**config.mk**
```make
export PLATFORM = sky130hd
export DESIGN_NAME = moving_rms_volume_level
export DESIGN_NICKNAME = d
export VERILOG_FILES = /design/src/rtl/mrvl_pkg.sv /design/src/rtl/mrvl_front.sv /design/src/rtl/mrvl_queue.sv /design/src/rtl/mrvl_back.sv /design/src/rtl/moving_rms_volume_level.sv
export SDC_FILE = /design/constraint.sdc
export NUM_CORES = 2
export LEC_CHECK = 0
export ABC_AREA = 1
export BUFFER_PORTS_ARGS = -buffer_cell sky130_fd_sc_hd__buf_2
export CORE_AREA = 2 2 267 374
export DETAILED_ROUTE_END_ITERATION = 16
export DIE_AREA = 0 0 269 376
export PLACE_DENSITY = 0.77
export SLEW_MARGIN = 5
export SYNTH_ARGS = -nofsm -noshare
export SYNTH_HDL_FRONTEND = slang
export SYNTH_SLANG_ARGS = --single-unit
```
**constraint.sdc**
```tcl
create_clock -name clock -period 5.87 [get_ports clock]
set_clock_uncertainty 0.1 [all_clocks]
set_input_delay 0.2935 -clock clock [delete_from_list [all_inputs] [get_ports clock]]
set_output_delay 0.2935 -clock clock [all_outputs]
set_load 0.02 [all_outputs]
```
**src/rtl/mrvl_pkg.sv**
```systemverilog
`timescale 1ns / 1ps

package mrvl_pkg;

   // field widths
   localparam int SAMPLE_W = 12;
   localparam int LEVEL_W  = 15;
   localparam int SQ_W     = 24;   // one squared sample
   localparam int SUM_W    = 30;   // running sum of squares, window up to 64
   localparam int NUM_W    = 55;   // scaled sum of squares
   localparam int DEN_W    = 25;   // window times denominator base, window up to 64
   localparam int PROD_W   = 40;   // partial root times denominator
   localparam int CAND_W   = 57;   // trial square times denominator
   localparam int BIT_W    = 4;    // index of the root bit under test

   // level = floor(sqrt(S * 4369^2 / (WINDOW * 546^2)))
   // (65535 / 8190 reduced by their common factor 15)
   localparam logic [DEN_W-1:0] ROOT_SCALE = 25'd19088161;
   localparam int DEN_BASE = 298116;

   localparam int QUEUE_DEPTH = 2;

   typedef enum logic [2:0] {
      FRONT_IDLE,
      FRONT_SQUARE,
      FRONT_SUM,
      FRONT_SCALE,
      FRONT_PUSH
   } front_state_type;

   typedef enum logic [1:0] {
      BACK_IDLE,
      BACK_ROOT,
      BACK_SEND
   } back_state_type;

   typedef struct packed {
      logic full;
      logic empty;
   } queue_status_type;

endpackage

```
**src/rtl/mrvl_front.sv**
```systemverilog
`timescale 1ns / 1ps

module mrvl_front #(
   parameter int WINDOW = 20
) (
   input  logic                             clock,
   input  logic                             reset,
   input  logic                             req_valid,
   output logic                             req_stall,
   input  logic [mrvl_pkg::SAMPLE_W-1:0]    req_sample,
   input  mrvl_pkg::queue_status_type       q_status,
   output logic                             push_valid,
   output logic [mrvl_pkg::NUM_W-1:0]       push_num
);

   localparam int PTR_W = (WINDOW > 1) ? $clog2(WINDOW) : 1;
   localparam int CNT_W = $clog2(WINDOW + 1);

   mrvl_pkg::front_state_type state_ff, state_in;

   logic [mrvl_pkg::SAMPLE_W-1:0] window_mem [WINDOW];
   logic [mrvl_pkg::SAMPLE_W-1:0] rd_ff;
   logic [mrvl_pkg::SAMPLE_W-1:0] sample_ff, sample_in;
   logic [mrvl_pkg::SQ_W-1:0]     sq_new_ff, sq_new_in;
   logic [mrvl_pkg::SQ_W-1:0]     sq_old_ff, sq_old_in;
   logic [mrvl_pkg::SUM_W-1:0]    sum_ff, sum_in;
   logic [mrvl_pkg::NUM_W-1:0]    num_ff, num_in;
   logic [PTR_W-1:0]              ptr_ff, ptr_in;
   logic [CNT_W-1:0]              cnt_ff, cnt_in;
   logic                          accept;
   logic                          window_full;

   // next state
   always_comb begin
      state_in = state_ff;
      case (state_ff)
         mrvl_pkg::FRONT_IDLE: begin
            if (req_valid) state_in = mrvl_pkg::FRONT_SQUARE;
         end
         mrvl_pkg::FRONT_SQUARE: state_in = mrvl_pkg::FRONT_SUM;
         mrvl_pkg::FRONT_SUM:    state_in = mrvl_pkg::FRONT_SCALE;
         mrvl_pkg::FRONT_SCALE:  state_in = mrvl_pkg::FRONT_PUSH;
         mrvl_pkg::FRONT_PUSH: begin
            if (!q_status.full) state_in = mrvl_pkg::FRONT_IDLE;
         end
         default: state_in = mrvl_pkg::FRONT_IDLE;
      endcase
   end

   // outputs
   always_comb begin
      req_stall  = 1'b1;
      push_valid = 1'b0;
      case (state_ff)
         mrvl_pkg::FRONT_IDLE: req_stall  = 1'b0;
         mrvl_pkg::FRONT_PUSH: push_valid = 1'b1;
         default: begin
            req_stall  = 1'b1;
            push_valid = 1'b0;
         end
      endcase
   end

   assign accept      = req_valid && !req_stall;
   assign push_num    = num_ff;
   // entries past the fill count are treated as zero, not read from the window
   assign window_full = (cnt_ff == CNT_W'(WINDOW));

   // datapath next values
   always_comb begin
      sample_in = sample_ff;
      sq_new_in = sq_new_ff;
      sq_old_in = sq_old_ff;
      sum_in    = sum_ff;
      num_in    = num_ff;
      ptr_in    = ptr_ff;
      cnt_in    = cnt_ff;
      if (accept) sample_in = req_sample;
      case (state_ff)
         mrvl_pkg::FRONT_SQUARE: begin
            sq_new_in = mrvl_pkg::SQ_W'(sample_ff) * mrvl_pkg::SQ_W'(sample_ff);
            sq_old_in = window_full ?
                        mrvl_pkg::SQ_W'(rd_ff) * mrvl_pkg::SQ_W'(rd_ff) : '0;
            ptr_in    = (ptr_ff == PTR_W'(WINDOW - 1)) ? '0 : ptr_ff + PTR_W'(1);
            if (!window_full) cnt_in = cnt_ff + CNT_W'(1);
         end
         mrvl_pkg::FRONT_SUM: begin
            sum_in = sum_ff + mrvl_pkg::SUM_W'(sq_new_ff) - mrvl_pkg::SUM_W'(sq_old_ff);
         end
         mrvl_pkg::FRONT_SCALE: begin
            num_in = mrvl_pkg::NUM_W'(sum_ff) * mrvl_pkg::NUM_W'(mrvl_pkg::ROOT_SCALE);
         end
         default: begin
            num_in = num_ff;
         end
      endcase
   end

   // control registers
   always_ff @(posedge clock) begin
      if (reset) begin
         state_ff <= mrvl_pkg::FRONT_IDLE;
         ptr_ff   <= '0;
         cnt_ff   <= '0;
         sum_ff   <= '0;
      end else begin
         state_ff <= state_in;
         ptr_ff   <= ptr_in;
         cnt_ff   <= cnt_in;
         sum_ff   <= sum_in;
      end
   end

   // payload registers
   always_ff @(posedge clock) begin
      sample_ff <= sample_in;
      sq_new_ff <= sq_new_in;
      sq_old_ff <= sq_old_in;
      num_ff    <= num_in;
   end

   // sample window: oldest entry read at the pointer, then overwritten
   always_ff @(posedge clock) begin
      rd_ff <= window_mem[ptr_ff];
      if (state_ff == mrvl_pkg::FRONT_SQUARE) window_mem[ptr_ff] <= sample_ff;
   end

`ifndef SYNTHESIS
   a_fill_bound: assert property (@(posedge clock) disable iff (reset)
      cnt_ff <= CNT_W'(WINDOW))
      else $error("fill count past window");
`endif

endmodule

```
**src/rtl/mrvl_queue.sv**
```systemverilog
`timescale 1ns / 1ps

module mrvl_queue (
   input  logic                          clock,
   input  logic                          reset,
   input  logic                          push_valid,
   input  logic [mrvl_pkg::NUM_W-1:0]    push_num,
   input  logic                          pop,
   output logic [mrvl_pkg::NUM_W-1:0]    pop_num,
   output mrvl_pkg::queue_status_type    q_status
);

   localparam int IDX_W = $clog2(mrvl_pkg::QUEUE_DEPTH);
   localparam int CNT_W = $clog2(mrvl_pkg::QUEUE_DEPTH + 1);

   logic [mrvl_pkg::NUM_W-1:0] entry_ff [mrvl_pkg::QUEUE_DEPTH];
   logic [IDX_W-1:0]           wr_ff, wr_in;
   logic [IDX_W-1:0]           rd_ff, rd_in;
   logic [CNT_W-1:0]           cnt_ff, cnt_in;
   logic                       do_push;
   logic                       do_pop;

   assign q_status.full  = (cnt_ff == CNT_W'(mrvl_pkg::QUEUE_DEPTH));
   assign q_status.empty = (cnt_ff == '0);
   assign do_push        = push_valid && !q_status.full;
   assign do_pop         = pop && !q_status.empty;
   assign pop_num        = entry_ff[rd_ff];

   // pointers and count
   always_comb begin
      wr_in  = wr_ff;
      rd_in  = rd_ff;
      cnt_in = cnt_ff;
      if (do_push) wr_in = wr_ff + IDX_W'(1);
      if (do_pop)  rd_in = rd_ff + IDX_W'(1);
      if (do_push && !do_pop) cnt_in = cnt_ff + CNT_W'(1);
      if (!do_push && do_pop) cnt_in = cnt_ff - CNT_W'(1);
   end

   always_ff @(posedge clock) begin
      if (reset) begin
         wr_ff  <= '0;
         rd_ff  <= '0;
         cnt_ff <= '0;
      end else begin
         wr_ff  <= wr_in;
         rd_ff  <= rd_in;
         cnt_ff <= cnt_in;
      end
   end

   always_ff @(posedge clock) begin
      if (do_push) entry_ff[wr_ff] <= push_num;
   end

`ifndef SYNTHESIS
   a_no_pop_empty: assert property (@(posedge clock) disable iff (reset)
      pop |-> !q_status.empty)
      else $error("back end popped an empty queue");

   a_count_bound: assert property (@(posedge clock) disable iff (reset)
      cnt_ff <= CNT_W'(mrvl_pkg::QUEUE_DEPTH))
      else $error("queue count overflow");
`endif

endmodule

```
**src/rtl/mrvl_back.sv**
```systemverilog
`timescale 1ns / 1ps

module mrvl_back #(
   parameter int WINDOW = 20
) (
   input  logic                          clock,
   input  logic                          reset,
   input  mrvl_pkg::queue_status_type    q_status,
   input  logic [mrvl_pkg::NUM_W-1:0]    q_num,
   output logic                          pop,
   output logic                          rsp_valid,
   input  logic                          rsp_stall,
   output logic [mrvl_pkg::LEVEL_W-1:0]  rsp_level
);

   localparam logic [mrvl_pkg::DEN_W-1:0] DEN =
      mrvl_pkg::DEN_W'(WINDOW * mrvl_pkg::DEN_BASE);

   mrvl_pkg::back_state_type state_ff, state_in;

   logic [mrvl_pkg::NUM_W-1:0]   num_ff, num_in;
   logic [mrvl_pkg::NUM_W-1:0]   acc_ff, acc_in;    // root^2 * DEN
   logic [mrvl_pkg::PROD_W-1:0]  lin_ff, lin_in;    // root * DEN
   logic [mrvl_pkg::LEVEL_W-1:0] root_ff, root_in;
   logic [mrvl_pkg::BIT_W-1:0]   bit_ff, bit_in;
   logic [mrvl_pkg::CAND_W-1:0]  cand;
   logic                         take;
   logic                         load;

   // a new beat is loaded when idle or as the held result leaves
   assign load = !q_status.empty &&
                 ((state_ff == mrvl_pkg::BACK_IDLE) ||
                  ((state_ff == mrvl_pkg::BACK_SEND) && !rsp_stall));

   // next state
   always_comb begin
      state_in = state_ff;
      case (state_ff)
         mrvl_pkg::BACK_IDLE: begin
            if (load) state_in = mrvl_pkg::BACK_ROOT;
         end
         mrvl_pkg::BACK_ROOT: begin
            if (bit_ff == '0) state_in = mrvl_pkg::BACK_SEND;
         end
         mrvl_pkg::BACK_SEND: begin
            if (!rsp_stall) state_in = load ? mrvl_pkg::BACK_ROOT : mrvl_pkg::BACK_IDLE;
         end
         default: state_in = mrvl_pkg::BACK_IDLE;
      endcase
   end

   // outputs
   always_comb begin
      rsp_valid = 1'b0;
      case (state_ff)
         mrvl_pkg::BACK_SEND: rsp_valid = 1'b1;
         default:             rsp_valid = 1'b0;
      endcase
   end

   assign pop       = load;
   assign rsp_level = root_ff;

   // trial: (root | 2^k)^2 * DEN = acc + lin * 2^(k+1) + DEN * 4^k
   assign cand = mrvl_pkg::CAND_W'(acc_ff)
               + (mrvl_pkg::CAND_W'(lin_ff) << ({1'b0, bit_ff} + 5'd1))
               + (mrvl_pkg::CAND_W'(DEN) << {bit_ff, 1'b0});
   assign take = (cand <= mrvl_pkg::CAND_W'(num_ff));

   // one root bit per cycle, most significant first
   always_comb begin
      num_in  = num_ff;
      acc_in  = acc_ff;
      lin_in  = lin_ff;
      root_in = root_ff;
      bit_in  = bit_ff;
      if (load) begin
         num_in  = q_num;
         acc_in  = '0;
         lin_in  = '0;
         root_in = '0;
         bit_in  = mrvl_pkg::BIT_W'(mrvl_pkg::LEVEL_W - 1);
      end else if (state_ff == mrvl_pkg::BACK_ROOT) begin
         if (take) begin
            acc_in  = cand[mrvl_pkg::NUM_W-1:0];
            lin_in  = lin_ff + (mrvl_pkg::PROD_W'(DEN) << bit_ff);
            root_in = root_ff | (mrvl_pkg::LEVEL_W'(1) << bit_ff);
         end
         if (bit_ff != '0) bit_in = bit_ff - mrvl_pkg::BIT_W'(1);
      end
   end

   always_ff @(posedge clock) begin
      if (reset) state_ff <= mrvl_pkg::BACK_IDLE;
      else       state_ff <= state_in;
   end

   always_ff @(posedge clock) begin
      num_ff  <= num_in;
      acc_ff  <= acc_in;
      lin_ff  <= lin_in;
      root_ff <= root_in;
      bit_ff  <= bit_in;
   end

`ifndef SYNTHESIS
   a_acc_bound: assert property (@(posedge clock) disable iff (reset)
      (state_ff == mrvl_pkg::BACK_ROOT) |-> (acc_ff <= num_ff))
      else $error("accepted square exceeds scaled sum");

   a_root_done: assert property (@(posedge clock) disable iff (reset)
      ((state_ff == mrvl_pkg::BACK_ROOT) && (bit_ff == '0)) |=>
      (state_ff == mrvl_pkg::BACK_SEND))
      else $error("root search did not finish on last bit");
`endif

endmodule

```
**src/rtl/moving_rms_volume_level.sv**
```systemverilog
// Moving-window RMS volume level.
// req_ channel: one 12-bit converter sample per beat (req_valid / req_stall).
// rsp_ channel: one 15-bit PWM compare level per sample (rsp_valid / rsp_stall),
//   floor(sqrt(sum of squares * 4369^2 / (WINDOW * 546^2))), 32767 at full scale.
// Front end: takes a sample, swaps it into the window memory, updates the
//   running sum of squares and scales it.
// A two-beat queue sits between front and back, so each side stalls on its own.
// Back end: bit-serial square root, one result bit per cycle, then the result
//   is held in its register until taken. The next sample is loaded as the held
//   result leaves, so the sustained rate is set by the root search.
// Reset (synchronous): clears the fill count, pointer, running sum and all
//   handshake state. Window entries not yet written count as zero through the
//   fill count, so there is no clearing pass.
// A stalled result holds rsp_level steady; the back end waits, the queue fills,
//   and then req_stall stays high.
`timescale 1ns / 1ps

module moving_rms_volume_level #(
   parameter int WINDOW = 20
) (
   input  logic                          clock,
   input  logic                          reset,
   input  logic                          req_valid,
   output logic                          req_stall,
   input  logic [mrvl_pkg::SAMPLE_W-1:0] req_sample,
   output logic                          rsp_valid,
   input  logic                          rsp_stall,
   output logic [mrvl_pkg::LEVEL_W-1:0]  rsp_level
);

   mrvl_pkg::queue_status_type   q_status;
   logic                         push_valid;
   logic [mrvl_pkg::NUM_W-1:0]   push_num;
   logic [mrvl_pkg::NUM_W-1:0]   pop_num;
   logic                         pop;

   mrvl_front #(
      .WINDOW (WINDOW)
   ) u_front (
      .clock      (clock),
      .reset      (reset),
      .req_valid  (req_valid),
      .req_stall  (req_stall),
      .req_sample (req_sample),
      .q_status   (q_status),
      .push_valid (push_valid),
      .push_num   (push_num)
   );

   mrvl_queue u_queue (
      .clock      (clock),
      .reset      (reset),
      .push_valid (push_valid),
      .push_num   (push_num),
      .pop        (pop),
      .pop_num    (pop_num),
      .q_status   (q_status)
   );

   mrvl_back #(
      .WINDOW (WINDOW)
   ) u_back (
      .clock     (clock),
      .reset     (reset),
      .q_status  (q_status),
      .q_num     (pop_num),
      .pop       (pop),
      .rsp_valid (rsp_valid),
      .rsp_stall (rsp_stall),
      .rsp_level (rsp_level)
   );

endmodule

```
Word-level counts from Yosys, hierarchy flattened
Memory sizes are Yosys's and may differ from the RTL's. A register that Yosys moved wholly into a read port is not among the register bits.
Cells that the tools add are included.

cells by class
  bitwise gates (word level) = 2
  shift-type cells = 4
  multiplexer cells = 18
  equality and inequality tests = 14
  reductions and logical operators = 24
  magnitude comparators = 1
  divide/modulo/power cells = 0
  add/sub/neg operators = 13
  multiply operators = 3

operators by type and width
  operator                                             number
  adder 55 x 57 -> 57 bit                              1
  adder 57 bit                                         1
  less-or-equal comparator 57 x 55 -> 1 bit            1
  << shifter 23 x 5 -> 57 bit, first input constant    1
  << shifter 40 x 5 -> 57 bit                          1
  multiplier 30 x 25 -> 55 bit, second input constant  1
  multiplier 12 x 12 -> 24 bit                         2
  adder 40 bit                                         1
  << shifter 23 x 4 -> 40 bit, first input constant    1
  adder 30 x 24 -> 30 bit                              1
  subtractor 30 x 24 -> 30 bit                         1
  bitwise OR 15 bit                                    1
  one-hot mux 3 bit (5 select lines)                   1
  << shifter 1 x 4 -> 15 bit, first input constant     1
  adder 5 x 1 -> 5 bit, second input constant          2
  == test 5 bit, second input constant                 2
  two-way mux 2 bit                                    5
  two-way mux 1 bit                                    8
  AND reduction 2 bit                                  4
  logical AND 1 bit                                    7
  == test 3 x 2 -> 1 bit, second input constant        2
  two-way mux 3 bit                                    2
  inequality test 2 bit, second input constant         3
  one-hot mux 2 bit (3 select lines)                   1
  20 further kinds                                     28

word-level totals
  bits in latches = 0
  output and inout bits = 17
  bits of input ports = 16
  bits in registers = 278
  RAM bits = 350
  ROM bits = 0
  memories = 2
  logic and storage cells = 97

memory list
  memory              words  width  read ports  clocked after Yosys merged registers in  write ports  line              source
  u_front.window_mem  20     12     1           1                                        1            mrvl_front.sv:21  logic [mrvl_pkg::SAMPLE_W-1:0] window_mem [WINDOW];
  u_queue.entry_ff    2      55     1           1                                        1            mrvl_queue.sv:16  logic [mrvl_pkg::NUM_W-1:0] entry_ff [mrvl_pkg::QUEUE_DEPTH];

Longest topological paths before layout
  depth in word-level cells = 9
  gate-level depth with buffers = 48
  mapped depth without buffers = 43

Modules after synthesis
From an unflattened synthesis, not the netlist that was laid out.

second synthesis, totals
  cell total of the unflattened synthesis = 6,986
  area, all modules = 58,476.1 µm²

by module, submodules not included
  module      cells an instance  instances  area an instance (µm²)
  mrvl_front  4,094              1          36,563.8
  mrvl_back   2,681              1          17,445.5
  mrvl_queue  211                1          4,466.8

Least setup slack after synthesis
No wires, ideal clock.

  path type = reg-to-reg
  start = register u_front.state_ff[0]
  end = memory u_front.window_mem[7][0] in the netlist's numbering, enable pin
  path buffers = 0
  period minus slack after synthesis = 6.036 ns
  path slack = -0.166 ns
  arrival time = 5.555 ns
  cell stages (with the launch flop) = 9
  cell sequence = dfxtp_1 inv_1 nor3_1 inv_1 nor2_1 inv_1 nor2_1 inv_1 nor2_1

between the ends
  cells in the longest elaborated chain, start to end = 3

RTL lines
  item                                     line               source
  start: declaration                       mrvl_front.sv:19   mrvl_pkg::front_state_type state_ff, state_in;
  start signal: assignment                 mrvl_front.sv:102  state_ff <= mrvl_pkg::FRONT_IDLE;
  start signal: assignment                 mrvl_front.sv:107  state_ff <= state_in;
  == test 3 x 1 -> 1 bit                   mrvl_front.sv:125  if (state_ff == mrvl_pkg::FRONT_SQUARE) window_mem[ptr_ff] <= sample_ff;
  two-way mux 1 bit                        mrvl_front.sv:125
  two-way mux 1 bit (implied by the code)  mrvl_front.sv:125
  end: declaration                         mrvl_front.sv:21

Every way passes these cells.

Worst setup path after layout
  start = register u_back.bit_ff[0] in the netlist's numbering
  end = register u_back.lin_ff[36] in the netlist's numbering

between the ends
  cells in the longest elaborated chain, start to end = 6
  elaborated cells on any way between the ends = 9

RTL lines
  item                                           line              source
  start: declaration                             mrvl_back.sv:25   logic [mrvl_pkg::BIT_W-1:0] bit_ff, bit_in;
  start signal: assignment                       mrvl_back.sv:103  bit_ff <= bit_in;
  adder 4 x 1 -> 5 bit                           mrvl_back.sv:66   + (mrvl_pkg::CAND_W'(lin_ff) << ({1'b0, bit_ff} + 5'd1))
  << shifter 40 x 5 -> 57 bit                    mrvl_back.sv:66
  adder 55 x 57 -> 57 bit                        mrvl_back.sv:66
  adder 57 bit (*)                               mrvl_back.sv:67   + (mrvl_pkg::CAND_W'(DEN) << {bit_ff, 1'b0});
  via u_back.cand, one bit                       mrvl_back.sv:26   logic [mrvl_pkg::CAND_W-1:0] cand;
  less-or-equal comparator 57 x 55 -> 1 bit (*)  mrvl_back.sv:68   assign take = (cand <= mrvl_pkg::CAND_W'(num_ff));
  AND reduction 2 bit (no line) (*)              --
  end signal: assignment                         mrvl_back.sv:101  lin_ff <= lin_in;
  end: declaration                               mrvl_back.sv:23   logic [mrvl_pkg::PROD_W-1:0] lin_ff, lin_in;

Mark *: on every way through the listed nets, which the timed path passes. The rest lies on a longest branch.
A chain may end at the register's enable or synchronous reset.

==> qor.yml <==
fin_hold_ws_ns: 0.0829
clk_latency_ns: 0.74
worstPathRequired_ns: 6.35
wirelength_microns: 203000
vias_per_cell: 5.79
antenna_found_initial: 2
slowest_stage: "fa_1"
post-dp-hpwl_microns: 144000
maxCapViolations: 0
synth.top_cells.by_area: "edfxtp_1 27%, fa_1 14%, ha_1 13%"
outcome: "complete, but fails checks"
grt_max_degree: 87
start_util_pct: 58.4
drt_first_pass_iters: 7
violations: "setup timing"
mostFrequentLayoutCells: "1237 x inv_1, 1000 x nand2_1, 794 x buf_4"
cts_tree: "yes"
cp_max_fo: 9
grt.overflow.total: 0
grt_pass1_wl_microns: 292000
maxSlewViolCount: 0
multi_input_area_sq_um: 36400
final_common_cell: "inv_1"
synth_area_sq_um: 57200
wl_per_cell_microns: 22.9
yosys.area.top_type_share_pct: 27.2
dieArea_sq_um: 101000
grt_pass1_vias: 52401
row_count: 136
synth_async_sr_flop_share_pct: 0
syn_inst: 6676
fin_crit_sh_pct: 118
synth_warnings: 0
setup_slack_ns: -1.08
cts_buffers: 70
fin_util_pct: 73.7
path_clk_slew_ns: 0.07
fp.dieW_microns: 269
start_kind: "flop"
route.detailed.drc: 0
io_pins: 33
cp.arrival_ns: 7.42
nFillCells: 6828
critPathCaptureType: "flop"
finalHoldViolCount: 0
rsz0062_at_grt: "true"
grt_usage_pct: 38.4
core_sq_um: 97800
cts_root_buf: "clkbuf_16"
ys_seq_area_share_pct: 33.2
synth-seq-cells: 689
synth_ff_type: "edfxtp_1"
min_period_ns: 6.95
regArea_sq_um: 19000
syn_avg_cell_area_sq_um: 8.56
finalNetCount: 8492
drive_above_1_share_pct: 24.1
cpPeakStageDelay_ns: 0.57
ys_types: 56
postRouteAntennaNets: 0
clock_sinks: 689
path_class: "reg2reg"
place.port_buffers: 32
drt_iter0_markers: 4705
die_h_microns: 376
area_growth_pct: 26.2
gp_congestion: 1.10
synth_enable_flop_cells: 518
slew-limit-headroom_pct: 14.3
worst-slew-pin-transition_ns: 1.28
htree_levels: 3
vias: 51304
tns_ns: -104.37
hold_class: "in2reg"
yosysTopAreaCell: "edfxtp_1"
setup-violations-final: 106
clock_path_buffers: 3
fmax_mhz: 144
Yosys cell counts (4+ instances only):
master / n
inv_1: 1303
nand2_1: 1177
nor2_1: 629
ha_1: 594
edfxtp_1: 518
o21ai_0: 444
fa_1: 395
a21oi_1: 382
nand3_1: 231
dfxtp_1: 171
clkbuf_1: 137
xor2_1: 104
xnor2_1: 66
o22ai_1: 63
mux2_2: 57
nor3_1: 50
mux2i_1: 37
a31oi_1: 30
a21o_1: 29
nand4_1: 29
o21bai_1: 29
o211ai_1: 21
and3_1: 18
nor4_1: 15
buf_2: 14
a221o_1: 13
buf_1: 12
o21a_1: 11
buf_6: 10
inv_2: 8
nand3b_1: 7
a21boi_0: 6
o31ai_1: 6
or2_2: 6
a22oi_1: 5
and2_1: 5
nor2_2: 5
a221oi_1: 4
buf_4: 4
o21ai_1: 4
state kept, by name, indices dropped and copies added, names as in the netlist:
| register | cells |
|---|---|
| u_front.state_ff | 3 |
| u_front.sample_ff | 12 |
| u_front.ptr_ff | 5 |
| u_front.push_num | 55 |
| u_front.sq_old_ff | 23 |
| u_back.rsp_level | 15 |
| u_queue.entry_ff | 110 |
| u_front.sq_new_ff | 23 |
| u_back.lin_ff | 36 |
| u_back.num_ff | 55 |
| u_front.window_mem | 240 |
| u_queue.wr_ff | 1 |
| u_back.acc_ff | 55 |
| u_front.sum_ff | 30 |
| u_front.cnt_ff | 5 |
| u_queue.rd_ff | 1 |
| u_back.state_ff | 2 |
| u_queue.cnt_ff | 2 |
| u_back.bit_ff | 4 |
| u_front.rd_ff | 12 |
layer usage:
metal  routed length, microns  global-route usage [%]
met1                    63900                    37.3
met2                    99600                    67.4
met3                    16000                    7.99
met4                    23000                    35.8
met5                       65                       0
layout make-up:
class	count	area share, %
tap	1311	2.27
inverter	1312	6.87
clock inverter	43	0.847
clock buffer	85	2.53
timing repair buffer	912	10.6
multi-input combinational	4501	50.5
sequential	689	26.4
timing repair inverter	1	0.0104
antenna	1	0.00347
stage by stage:
stage	instances	cell area, sq um	setup WS, ns
3_3_place_gp	8573	63900	-1.39
4_1_cts	8817	69800	-0.196
6_report	8855	72100	-1.08
3_5_place_dp	8573	63900	-1.43
2_1_floorplan	6679	57200	0.0101
5_1_grt	8854	72100	-1.33
kinds of logic (layout without fill, tap and decap cells):
group                    count (synthesis)  after routing  synth area share (%)
flip-flops                             689            689                  33.2
AND/OR/NAND/NOR                       2181           2181                  15.4
AO/OA/AOI/OAI                         1063           1063                  10.2
adder cells (fa/ha/maj)                989            989                  26.8
XOR/XNOR                               170            170                  2.60
other                                    1              5               0.00656
buffers and inverters                 1489           2353                  9.97
multiplexers                            94             94                  1.77
timing repair:
item                                    in CTS  in global routing
pin swaps                                  125                196
gates resized for setup                    560                526
endpoints found under the setup margin     106                137
buffers inserted                            93                 29
hold endpoints to repair                    14                  0
hold buffers                                14                  0
gates cloned                                15                 12
critical path, delay by kind of cell (launching register included):
family | cells | cell delay [ns]
simple gates | 11 | 1.21
buf+inv | 14 | 1.98
mux | 2 | 0.68
flops | 1 | 0.41
compound gates | 6 | 0.85
fa+ha+maj | 4 | 1.55
worst paths after layout:
| path | start | to | slack, ns | cells after the start |
|---|---|---|---|---|
| min reg2reg | u_front.push_num[5] | u_queue.entry_ff[0][5] | 0.34 | 0 |
| min | reset | u_front.ptr_ff[3] | 0.08 | 2 |
| max | u_back.bit_ff[0] | u_back.lin_ff[36] | -1.08 | 37 |
| max reg2reg | u_back.bit_ff[0] | u_back.lin_ff[36] | -1.08 | 37 |
Power is left out: the tool's default activity adds up to more than one toggle a clock period on the data nets, which glitch-free logic cannot reach.
